## src/rdc_pkg.sv

```systemverilog
package rdc_pkg;

	localparam int VALUE_WIDTH_DEF = 32;
	localparam int MAX_DIGITS_DEF  = 32;

	localparam int RADIX_W = 17;
	localparam int DIGIT_W = 16;
	localparam int POS_W   = 5;
	localparam int COUNT_W = 6;

	localparam logic [RADIX_W-1:0] RADIX_RESET = 17'd10;
	localparam logic [RADIX_W-1:0] RADIX_MIN   = 17'd2;
	localparam logic [RADIX_W-1:0] RADIX_MAX   = 17'h10000;

	// Controller to datapath
	typedef struct packed {
		logic load;   // take a new value, restart the digit run
		logic step;   // one restoring-division bit
		logic store;  // keep the remainder as the next digit
		logic emit;   // read one digit into the output register
	} rdc_cmd_t;

	// Datapath to controller
	typedef struct packed {
		logic div_done;  // this step is the last bit of the division
		logic quo_zero;  // quotient is zero: no more digits
		logic pos_zero;  // the digit being emitted is the least significant
		logic out_free;  // output register empty or draining this cycle
	} rdc_status_t;

	// Clamp the base to the range in which every digit fits 16 bits
	function automatic logic [RADIX_W-1:0] eff_radix(input logic [RADIX_W-1:0] r);
		logic [RADIX_W-1:0] res;
		res = r;
		if (r < RADIX_MIN) begin
			res = RADIX_MIN;
		end else if (r > RADIX_MAX) begin
			res = RADIX_MAX;
		end
		return res;
	endfunction

endpackage

```

## src/rdc_cfg_if.sv

```systemverilog
interface rdc_cfg_if import rdc_pkg::*; ();
	logic               valid;
	logic               ready;
	logic [RADIX_W-1:0] radix;

	modport source (output valid, output radix, input ready);
	modport sink   (input valid, input radix, output ready);
endinterface

```

## src/rdc_in_if.sv

```systemverilog
interface rdc_in_if import rdc_pkg::*; #(
	parameter int VALUE_WIDTH = VALUE_WIDTH_DEF
) ();
	logic                          valid;
	logic                          ready;
	logic signed [VALUE_WIDTH-1:0] value;

	modport source (output valid, output value, input ready);
	modport sink   (input valid, input value, output ready);
endinterface

```

## src/rdc_out_if.sv

```systemverilog
interface rdc_out_if import rdc_pkg::*; ();
	logic               valid;
	logic               ready;
	logic [DIGIT_W-1:0] digit;
	logic [POS_W-1:0]   position;
	logic [COUNT_W-1:0] digit_count;
	logic               last;

	modport source (output valid, output digit, output position, output digit_count,
		output last, input ready);
	modport sink   (input valid, input digit, input position, input digit_count,
		input last, output ready);
endinterface

```

## src/rdc_ctrl.sv

```systemverilog
module rdc_ctrl import rdc_pkg::*; (
	input  logic        clk,
	input  logic        arst_n,
	input  logic        in_valid,
	output logic        in_ready,
	input  rdc_status_t st,
	output rdc_cmd_t    cmd
);

	typedef enum logic [3:0] {
		ST_IDLE  = 4'b0001,
		ST_DIV   = 4'b0010,
		ST_STORE = 4'b0100,
		ST_EMIT  = 4'b1000
	} state_t;

	state_t state_q, state_d;

	always_comb begin
		state_d  = state_q;
		cmd      = '0;
		in_ready = 1'b0;
		unique case (state_q)
			ST_IDLE: begin
				in_ready = 1'b1;
				if (in_valid) begin
					cmd.load = 1'b1;
					state_d  = ST_DIV;
				end
			end
			ST_DIV: begin
				cmd.step = 1'b1;
				if (st.div_done) begin
					state_d = ST_STORE;
				end
			end
			ST_STORE: begin
				cmd.store = 1'b1;
				state_d   = st.quo_zero ? ST_EMIT : ST_DIV;
			end
			ST_EMIT: begin
				if (st.out_free) begin
					cmd.emit = 1'b1;
					if (st.pos_zero) begin
						state_d = ST_IDLE;
					end
				end
			end
			default: begin
				state_d = ST_IDLE;
			end
		endcase
	end

	always_ff @(posedge clk or negedge arst_n) begin
		if (!arst_n) begin
			state_q <= ST_IDLE;
		end else begin
			state_q <= state_d;
		end
	end

	// the run ends right after the least significant digit leaves
	a_emit_ends: assert property (@(posedge clk) disable iff (!arst_n)
		(state_q == ST_EMIT && st.out_free && st.pos_zero) |=> state_q == ST_IDLE)
		else $error("digit run did not end after the last digit");

	// a division that finished always stores its digit next
	a_div_store: assert property (@(posedge clk) disable iff (!arst_n)
		(state_q == ST_DIV && st.div_done) |=> cmd.store)
		else $error("finished division did not store a digit");

endmodule

```

## src/rdc_dp.sv

```systemverilog
module rdc_dp import rdc_pkg::*; #(
	parameter int VALUE_WIDTH = VALUE_WIDTH_DEF,
	parameter int MAX_DIGITS  = MAX_DIGITS_DEF
) (
	input  logic                          clk,
	input  logic                          arst_n,
	input  logic                          cfg_wr,
	input  logic [RADIX_W-1:0]            cfg_radix,
	input  logic signed [VALUE_WIDTH-1:0] value,
	input  rdc_cmd_t                      cmd,
	output rdc_status_t                   st,
	output logic                          out_valid,
	input  logic                          out_ready,
	output logic [DIGIT_W-1:0]            digit,
	output logic [POS_W-1:0]              position,
	output logic [COUNT_W-1:0]            digit_count,
	output logic                          last
);

	localparam int BW = $clog2(VALUE_WIDTH);
	localparam int CW = $clog2(MAX_DIGITS + 1);
	localparam int PW = $clog2(MAX_DIGITS);

	logic [RADIX_W-1:0]     radix_q;
	logic [RADIX_W-1:0]     rad_q;
	logic [VALUE_WIDTH-1:0] quo_q;
	logic [DIGIT_W-1:0]     rem_q;
	logic [BW-1:0]          bit_q;
	logic [CW-1:0]          cnt_q;
	logic [PW-1:0]          pos_q;
	logic                   first_q;
	logic [DIGIT_W-1:0]     mem_q [MAX_DIGITS];

	logic                   out_valid_q;
	logic [DIGIT_W-1:0]     out_digit_q;
	logic [POS_W-1:0]       out_pos_q;
	logic [COUNT_W-1:0]     out_count_q;
	logic                   out_last_q;

	logic [RADIX_W-1:0]     trial;
	logic [RADIX_W-1:0]     diff;
	logic                   ge;
	logic [DIGIT_W-1:0]     rem_d;

	// restoring division, one quotient bit per step
	assign trial = {rem_q, quo_q[VALUE_WIDTH-1]};
	assign ge    = trial >= rad_q;
	assign diff  = trial - rad_q;
	assign rem_d = ge ? diff[DIGIT_W-1:0] : trial[DIGIT_W-1:0];

	assign st.div_done = bit_q == BW'(VALUE_WIDTH - 1);
	assign st.quo_zero = quo_q == '0;
	assign st.pos_zero = pos_q == '0;
	assign st.out_free = !out_valid_q || out_ready;

	always_ff @(posedge clk or negedge arst_n) begin
		if (!arst_n) begin
			radix_q <= RADIX_RESET;
		end else if (cfg_wr) begin
			radix_q <= cfg_radix;
		end
	end

	always_ff @(posedge clk or negedge arst_n) begin
		if (!arst_n) begin
			cnt_q       <= '0;
			bit_q       <= '0;
			first_q     <= 1'b0;
			out_valid_q <= 1'b0;
		end else begin
			if (cmd.load) begin
				cnt_q <= '0;
				bit_q <= '0;
			end else if (cmd.step) begin
				bit_q <= bit_q + 1'b1;
			end else if (cmd.store) begin
				bit_q <= '0;
				if (cnt_q < CW'(MAX_DIGITS)) begin
					cnt_q <= cnt_q + 1'b1;
				end
			end
			if (cmd.store) begin
				first_q <= 1'b1;
			end else if (cmd.emit) begin
				first_q <= 1'b0;
			end
			if (cmd.emit) begin
				out_valid_q <= 1'b1;
			end else if (out_ready) begin
				out_valid_q <= 1'b0;
			end
		end
	end

	always_ff @(posedge clk) begin
		if (cmd.load) begin
			rad_q <= eff_radix(radix_q);
			quo_q <= value[VALUE_WIDTH-1] ? '0 : value;
			rem_q <= '0;
		end else if (cmd.step) begin
			quo_q <= {quo_q[VALUE_WIDTH-2:0], ge};
			rem_q <= rem_d;
		end else if (cmd.store) begin
			rem_q <= '0;
			pos_q <= (cnt_q < CW'(MAX_DIGITS)) ? cnt_q[PW-1:0] : PW'(MAX_DIGITS - 1);
		end else if (cmd.emit) begin
			pos_q <= pos_q - 1'b1;
		end
	end

	// digit store: written least significant first, read back most significant first
	always_ff @(posedge clk) begin
		if (cmd.store && cnt_q < CW'(MAX_DIGITS)) begin
			mem_q[cnt_q[PW-1:0]] <= rem_q;
		end
	end

	always_ff @(posedge clk) begin
		if (cmd.emit) begin
			out_digit_q <= mem_q[pos_q];
			out_pos_q   <= POS_W'(pos_q);
			out_count_q <= first_q ? COUNT_W'(cnt_q) : '0;
			out_last_q  <= pos_q == '0;
		end
	end

	assign out_valid   = out_valid_q;
	assign digit       = out_digit_q;
	assign position    = out_pos_q;
	assign digit_count = out_count_q;
	assign last        = out_last_q;

	a_rem_below: assert property (@(posedge clk) disable iff (!arst_n)
		cmd.step |=> {1'b0, rem_q} < rad_q)
		else $error("partial remainder reached the base");

	a_no_overwrite: assert property (@(posedge clk) disable iff (!arst_n)
		cmd.emit |-> st.out_free)
		else $error("waiting result overwritten");

	a_cnt_range: assert property (@(posedge clk) disable iff (!arst_n)
		cnt_q <= CW'(MAX_DIGITS))
		else $error("digit count beyond store depth");

endmodule

```

## src/radix_digit_converter.sv

```systemverilog
// Radix digit converter.
// Channels: din carries one signed value; dout returns one transfer per digit,
// most significant digit first, with its position (power of the base), the
// total digit count on the first digit only (zero on the others), and last on
// the least significant digit. cfg writes the base; its ready is always high.
// A base below 2 is used as 2, one above 65536 as 65536. Zero or a negative
// value gives a single digit 0.
// Timing: each digit comes from a bit-serial restoring divider that works out
// the quotient one bit at a time and then stores the remainder as the digit.
// All digits of a value are divided out before the first digit appears; then
// the block emits one digit per cycle while dout is ready.
// din is taken only while idle; the next value is accepted while the last
// digit of the previous one still waits in the output register.
// A stalled dout holds the current digit and pauses the emit sequence.
// Reset: the base returns to 10, the controller goes idle and dout.valid drops.
module radix_digit_converter import rdc_pkg::*; #(
	parameter int VALUE_WIDTH = VALUE_WIDTH_DEF,
	parameter int MAX_DIGITS  = MAX_DIGITS_DEF
) (
	input  logic       clk,
	input  logic       arst_n,
	rdc_cfg_if.sink    cfg,
	rdc_in_if.sink     din,
	rdc_out_if.source  dout
);

	rdc_cmd_t    cmd;
	rdc_status_t st;

	// base register is always writable
	assign cfg.ready = 1'b1;

	rdc_ctrl u_ctrl (
		.clk      (clk),
		.arst_n   (arst_n),
		.in_valid (din.valid),
		.in_ready (din.ready),
		.st       (st),
		.cmd      (cmd)
	);

	rdc_dp #(
		.VALUE_WIDTH (VALUE_WIDTH),
		.MAX_DIGITS  (MAX_DIGITS)
	) u_dp (
		.clk         (clk),
		.arst_n      (arst_n),
		.cfg_wr      (cfg.valid),
		.cfg_radix   (cfg.radix),
		.value       (din.value),
		.cmd         (cmd),
		.st          (st),
		.out_valid   (dout.valid),
		.out_ready   (dout.ready),
		.digit       (dout.digit),
		.position    (dout.position),
		.digit_count (dout.digit_count),
		.last        (dout.last)
	);

endmodule
```

## src/flat_wrapper.sv

```systemverilog
// flat-port wrapper written by rule: the top's interface ports become plain ports
module radix_digit_converter_flat import rdc_pkg::*;
#(
	parameter int VALUE_WIDTH = VALUE_WIDTH_DEF,
	parameter int MAX_DIGITS  = MAX_DIGITS_DEF
)
  (clk, arst_n, cfg_valid, cfg_radix, cfg_ready, din_valid, din_value, din_ready, dout_valid, dout_digit, dout_position, dout_digit_count, dout_last, dout_ready);
  rdc_cfg_if cfg_i ();
  rdc_in_if #(.VALUE_WIDTH(VALUE_WIDTH)) din_i ();
  rdc_out_if dout_i ();
  input  logic clk;
  input  logic arst_n;
  input wire logic [$bits(cfg_i.valid)-1:0] cfg_valid;
  input wire logic [$bits(cfg_i.radix)-1:0] cfg_radix;
  output wire logic [$bits(cfg_i.ready)-1:0] cfg_ready;
  input wire logic [$bits(din_i.valid)-1:0] din_valid;
  input wire logic [$bits(din_i.value)-1:0] din_value;
  output wire logic [$bits(din_i.ready)-1:0] din_ready;
  output wire logic [$bits(dout_i.valid)-1:0] dout_valid;
  output wire logic [$bits(dout_i.digit)-1:0] dout_digit;
  output wire logic [$bits(dout_i.position)-1:0] dout_position;
  output wire logic [$bits(dout_i.digit_count)-1:0] dout_digit_count;
  output wire logic [$bits(dout_i.last)-1:0] dout_last;
  input wire logic [$bits(dout_i.ready)-1:0] dout_ready;
  assign cfg_i.valid = cfg_valid;
  assign cfg_i.radix = cfg_radix;
  assign cfg_ready = cfg_i.ready;
  assign din_i.valid = din_valid;
  assign din_i.value = din_value;
  assign din_ready = din_i.ready;
  assign dout_valid = dout_i.valid;
  assign dout_digit = dout_i.digit;
  assign dout_position = dout_i.position;
  assign dout_digit_count = dout_i.digit_count;
  assign dout_last = dout_i.last;
  assign dout_i.ready = dout_ready;
  radix_digit_converter #(.VALUE_WIDTH(VALUE_WIDTH), .MAX_DIGITS(MAX_DIGITS)) u_core (.clk(clk), .arst_n(arst_n), .cfg(cfg_i), .din(din_i), .dout(dout_i));
endmodule
```

## config.mk

```make
export PLATFORM = sky130hd
export DESIGN_NAME = radix_digit_converter_flat
export DESIGN_NICKNAME = d
export VERILOG_FILES = /design/src/rdc_pkg.sv /design/src/rdc_cfg_if.sv /design/src/rdc_in_if.sv /design/src/rdc_out_if.sv /design/src/rdc_ctrl.sv /design/src/rdc_dp.sv /design/src/radix_digit_converter.sv /design/src/flat_wrapper.sv
export SDC_FILE = /design/constraint.sdc
export NUM_CORES = 1
export LEC_CHECK = 0
export BUFFER_PORTS_ARGS = -buffer_cell sky130_fd_sc_hd__buf_4
export CORE_ASPECT_RATIO = 1.25
export CORE_MARGIN = 2
export CORE_UTILIZATION = 45
export CTS_CLUSTER_DIAMETER = 30
export DETAILED_ROUTE_END_ITERATION = 8
export PLACE_DENSITY = 0.6
export SLEW_MARGIN = 20
export SYNTH_ARGS = -nofsm -noshare
export SYNTH_HDL_FRONTEND = slang
export SYNTH_SLANG_ARGS = --single-unit
```

## constraint.sdc

```tcl
create_clock -name clk -period 3.25 [get_ports clk]
set_input_delay 0.4875 -clock clk [delete_from_list [all_inputs] [get_ports clk]]
set_output_delay 0.4875 -clock clk [all_outputs]
set_load 0.02 [all_outputs]
```

# Word-level counts from Yosys, hierarchy flattened

Memories as Yosys holds them, arrays and structs flattened. A register that Yosys moved wholly into a read port is not among the register bits.
Cells that the tools add are included.
W data, S select, Z words.

Latch bits: 0
Input bits: 54
Register bits: 116
Memory bits (writable): 512
Memory bits (read-only): 0
Memories: 1

Memories:

| name              | words | width | rd ports | clocked after Yosys merged registers in | write ports | line         | RTL |
|---|---|---|---|---|---|---|---|
| u_core.u_dp.mem_q | 32    | 16    | 1        | 1                                       | 1           | rdc_dp.sv:32 | `logic [DIGIT_W-1:0] mem_q [MAX_DIGITS];` |

Multiplexer cells: 36
Add/subtract/negate cells: 4
Equality and inequality tests: 10
Reductions and logical operators: 16
Order comparisons: 4
Multiply operators: 0
Div/mod/pow operators: 0
Shift-type cells: 0
Bitwise gates (word level): 2

Operators with widths:

| kind                   | number |
|---|---|
| $mux W32               | 2 |
| $mux W16               | 3 |
| $logic_not A32 Y1      | 1 |
| $mux W31               | 1 |
| $mux W5                | 6 |
| $mux W6                | 4 |
| $mux W4                | 5 |
| $ge A17 B17 Y1         | 1 |
| $gt A17 B17 Y1 const B | 1 |
| $lt A17 B2 Y1 const B  | 1 |
| $mux W17               | 1 |
| $pmux W4 S4            | 1 |
| $sub A16 B16 Y16       | 1 |
| $mux W1                | 13 |
| $reduce_bool A2 Y1     | 6 |
| $ne A2 B1 Y1 const B   | 4 |
| $add A6 B1 Y6 const B  | 1 |
| $lt A6 B6 Y1 const B   | 1 |
| $reduce_and A3 Y1      | 2 |
| $add A5 B1 Y5 const B  | 1 |
| $eq A5 B5 Y1 const B   | 1 |
| $logic_not A5 Y1       | 1 |
| $sub A5 B1 Y5 const B  | 1 |
| $eq A4 B1 Y1 const B   | 1 |
| other kinds (11)       | 12 |

# Longest topological paths before layout

Word-level depth: 6
Depth in mapped cells: 11
Mapped depth without buffers: 10

# Hierarchy

A second synthesis with hierarchy kept.

Cell total of the unflattened synthesis: 1,346
Area, all modules: 25,857.3 µm²

By module, submodules not included:

| module                | cells each | area each (µm²) | instances |
|---|---|---|---|
| rdc_dp                | 1,318      | 25,593.3        | 1 |
| rdc_ctrl              | 26         | 252.7           | 1 |
| radix_digit_converter | 2          | 11.3            | 1 |

# Worst setup path after synthesis

Ideal clock, no wire load.

Kind: register to register
From: register u_core.u_dp.rem_q[2]
To: register u_core.u_dp.rem_q[4]
Cell stages (with the launch flop): 10
Path slack: 0.324 ns
Buffers on the path: 1
Data arrival time: 2.810 ns
Cells stage by stage: dfxtp_1 -> ha_1 -> a21o_1 -> a21oi_2 -> nand2_1 -> a2111oi_4 -> or2_1 -> buf_6 -> mux2_4 -> a22o_1

Longest elaborated chain between the ends: 3

Ends and longest elaborated chain:

| item                                                      | line                       | RTL |
|---|---|---|
| from (decl)                                               | rdc_dp.sv:27               | `logic [DIGIT_W-1:0] rem_q;` |
| from (signal assigned)                                    | rdc_dp.sv:102              | `rem_q <= rem_d;` |
| $sub A16 B16 Y16 / $ge A17 B17 Y1 (equally long branches) | rdc_dp.sv:48, rdc_dp.sv:47 |  |
| $mux W16 (*)                                              | rdc_dp.sv:49               | `assign rem_d = ge ? diff[DIGIT_W-1:0] : trial[DIGIT_W-1:0];` |
| $mux W16 (*)                                              | rdc_dp.sv:100              | `end else if (cmd.step) begin` |

Mark *: on every way between the ends. The rest lies on a longest branch, timed or not.
A chain may end at the register's enable or synchronous reset.

==> results.json <==
{
  "outcome": "finished, final reports clean",
  "stdcell_count": 2382,
  "syn_area_per_cell_um2": 19.4,
  "place.port_buffers": 83,
  "io_pins": 85,
  "syn2layout_area_growth_pct": 22.6,
  "first_pass_iters": 5,
  "hold_depth": 2,
  "drc": 0,
  "synthFlopType": "edfxtp_1",
  "fin_tns_setup_ns": 0,
  "clock_latency_ns": 0.65,
  "placed_cell_area_um2": 27800,
  "synth_cells": 1331,
  "setup_viol": 0,
  "vias": 13300,
  "r2r-end": "u_core.u_dp.digit[11]",
  "drtIter0Drc": 1151,
  "clk_pin_slew_worst_paths_ns": 0.05,
  "grt_pass1_wl_mm": 87.9,
  "wl_per_cell_um": 24.7,
  "worstSetupEndpointType": "flip-flop",
  "cp_data_required_time_ns": 3.63,
  "synth_top_area_share_pct": 68.9,
  "cpMostUsedCell": "mux4_2",
  "critPathTopFamily": "multiplexers",
  "ant_nets": 0,
  "max_slew_margin_pct": 42.8,
  "grt_pass1_vias": 14200,
  "synth_top_family_by_area": "multiplexers",
  "seqCellArea_um2": 19000,
  "post-synth-top-area-cell": "edfxtp_1",
  "rrSetupSlack_ns": 0.45,
  "finalCritPeriodShare_pct": 86.2,
  "synthAdderAreaFrac_pct": 1.29,
  "worst_hold_path.endpoint": "u_core.u_dp.radix_q[9]",
  "die_w_um": 219,
  "drive_gt1_share_pct": 35.9,
  "synthMuxAreaShare_pct": 15.7,
  "worstSetupStartpointType": "flip-flop",
  "synth-seq-cells": 644,
  "worst_ir_drop_vdd_mv": 0.457,
  "tightest_slew_ns": 0.856,
  "hp-start": "cfg_radix[9]",
  "cts.sinks": 644,
  "htreeDepth": 3,
  "grt_max_degree": 66,
  "drt-total-wl_mm": 58.9,
  "clockBufferDepth": 3,
  "post_cts_resized": 0,
  "max_stage_delay_ns": 0.56,
  "hold_path_class": "in2reg",
  "rsz0062_at_grt": "false",
  "via_per_inst": 5.59,
  "cts_tree": "done",
  "fmax_ghz": 0.357,
  "root_buffer": "clkbuf_16",
  "die_h_um": 272,
  "power_w": 0.0229,
  "p_leak_nw": 11.1,
  "hpwl_mm": 33.3,
  "place.gp.congestion": 0.807,
  "synth_nets": 1411,
  "finalHoldViolations": 0,
  "die_area_um2": 59500,
  "r2r_cells": 5,
  "slew_viol_final": 0,
  "critPathBufInv": 2,
  "coreArea_um2": 57000,
  "synth_area_leaders": "edfxtp_1 69%, mux4_2 14%, dfrtp_1 3.0%, mux2_2 1.5%, nand2_1 1.4%",
  "finalInstanceArea_um2": 31700,
  "floorplan.initialDensity_pct": 45.4,
  "critPathSlowestCell": "mux4_2",
  "r2r-start": "u_core.u_dp.pos_q[0]",
  "grt-ovfl-total": 0,
  "cellPowerDensity_nw_per_um2": 721,
  "multiInputGateArea_um2": 6510,
  "final_nets": 1615,
  "antenna_found_initial": 0,
  "hold-worst-slack_ns": 0.0907,
  "crit_path_cell_trace": "buf_12 > buf_4 > mux4_2 > mux4_2 > mux2_2",
  "timing.critical_path.from": "u_core.u_dp.pos_q[0]",
  "async_flop_share_pct": 5.28,
  "synth_cell_type_count": 65,
  "critical_path.max_fanout": 28,
  "cts_made_buffers": 109,
  "ctsHoldBuffers": 1,
  "synth_area_um2": 25900,
  "diodes": 0,
  "path_class": "reg2reg",
  "finalCriticalPeriod_ns": 2.80,
  "ys.warnings.count": 0,
  "fin_skew_ns": 0.0310,
  "fillers": 4374,
  "synth_edf_count": 594,
  "synth-xor-area-share_pct": 0.575,
  "worstPathArrival_ns": 3.18,
  "num_rows": 98,
  "yosys.area_share.simple_pct": 4.24,
  "post_cts_buffers": 0,
  "grt_usage_pct": 20.3,
  "synth-compound-area-share_pct": 3.05,
  "place_inst": 2173,
  "maxCapViolCount": 0,
  "ys_seq_area_share_pct": 73.5
}
## power by group
group	switching, W	internal (W)	total (W)
sequential	0.000177	0.00955	0.00972
combinational	0.000861	0.000439	0.00130
clock	0.00409	0.00776	0.0119
## registers in the layout (all words and copies together) (netlist names), 4 cells and up
name                     cells
u_core.u_dp.radix_q         17
u_core.u_dp.mem_q          512
u_core.u_dp.pos_q            5
u_core.u_dp.rad_q           17
u_core.u_dp.digit_count      6
u_core.u_dp.rem_q           16
u_core.u_dp.digit           16
u_core.u_dp.position         5
u_core.u_dp.bit_q            5
u_core.u_dp.quo_q           32
u_core.u_dp.cnt_q            6
u_core.u_ctrl.state_q        4
## logic make-up after synthesis
kind of cell | Yosys count
flops | 644
simple gates | 229
mux | 201
compound gates | 123
buf+inv | 90
fa+ha+maj | 26
xor+xnor | 17
other cells | 1
## layout make-up
class,count,share of cell area (%)
Sequential cell,644,59.9
Clock buffer,121,9.00
Clock inverter,87,3.25
Inverter,25,0.296
Timing Repair Buffer,158,4.06
Multi-Input combinational cell,597,20.5
Tap cell,750,2.96
## worst max path at each step
stage                       endpoint  slack, ns  cells after the start
6_report       u_core.u_dp.digit[11]       0.45                      5
5_1_grt         u_core.u_dp.digit[7]       0.33                      5
4_1_cts         u_core.u_dp.digit[7]       0.40                      5
3_5_place_dp    u_core.u_dp.digit[7]       0.43                      5
3_3_place_gp    u_core.u_dp.digit[7]       0.43                      5
2_1_floorplan   u_core.u_dp.rem_q[4]       0.32                      9
## synth_stat cells (5+ instances only)
cell and count:
mux2_2 34, nand2_1 95, nor4_1 13, nand2b_1 5
xor2_1 10, dfrtp_1 31, inv_1 24, nand3b_1 5
and2_1 23, xnor2_1 7, clkbuf_1 40, a22o_1 6
o21ai_1 22, o21ai_0 33, nor2_1 48, dfxtp_1 16
a21o_1 6, mux2i_1 6, a21oi_1 25, mux4_2 160
ha_1 25, nor3_1 10, a32oi_1 7, buf_6 12
nand3_1 6, edfxtp_1 594, buf_1 7, buf_2 5
## worst reg2reg max path, stage by stage (launching register included)
cell and delay [ns]:
edfxtp_1 0.39, buf_12 0.26, buf_4 0.45, mux4_2 0.58, mux4_2 0.56, mux2_2 0.30
## metrics by stage
step           utilization, %  worst slack (ns)
2_1_floorplan               -             0.324
3_3_place_gp             48.8             0.427
3_5_place_dp             48.8             0.430
4_1_cts                  55.6             0.404
5_1_grt                  55.6             0.330
6_report                 55.6             0.448
## routing by layer
metal | vias to the layer above | GRT usage [%] | part of all wire [%]
met5 | - | 0 | 0
met4 | 0 | 7.30 | 2.5
met3 | 99 | 3.99 | 6.0
met2 | 433 | 34.5 | 51
met1 | 6961 | 26.1 | 41
li1 | 5833 | - | -
## cells in the final DEF, fill, tap and decap left out, drive strengths merged, types with 10 or more instances in the layout
cell type,synthesis,layout
inv,25,41
buf,25,157
ha,25,25
and2,23,23
mux2,35,35
nor4,13,13
dfxtp,16,16
mux4,160,160
edfxtp,594,594
xor2,10,10
bufinv,0,17
nor2,49,49
dfrtp,31,31
nand2,95,95
clkinv,0,41
nor3,10,10
o21ai,56,56
clkbuf,40,121
clkinvlp,0,13
a21oi,27,27
No activity file was read; power rests on OpenSTA's default activity.
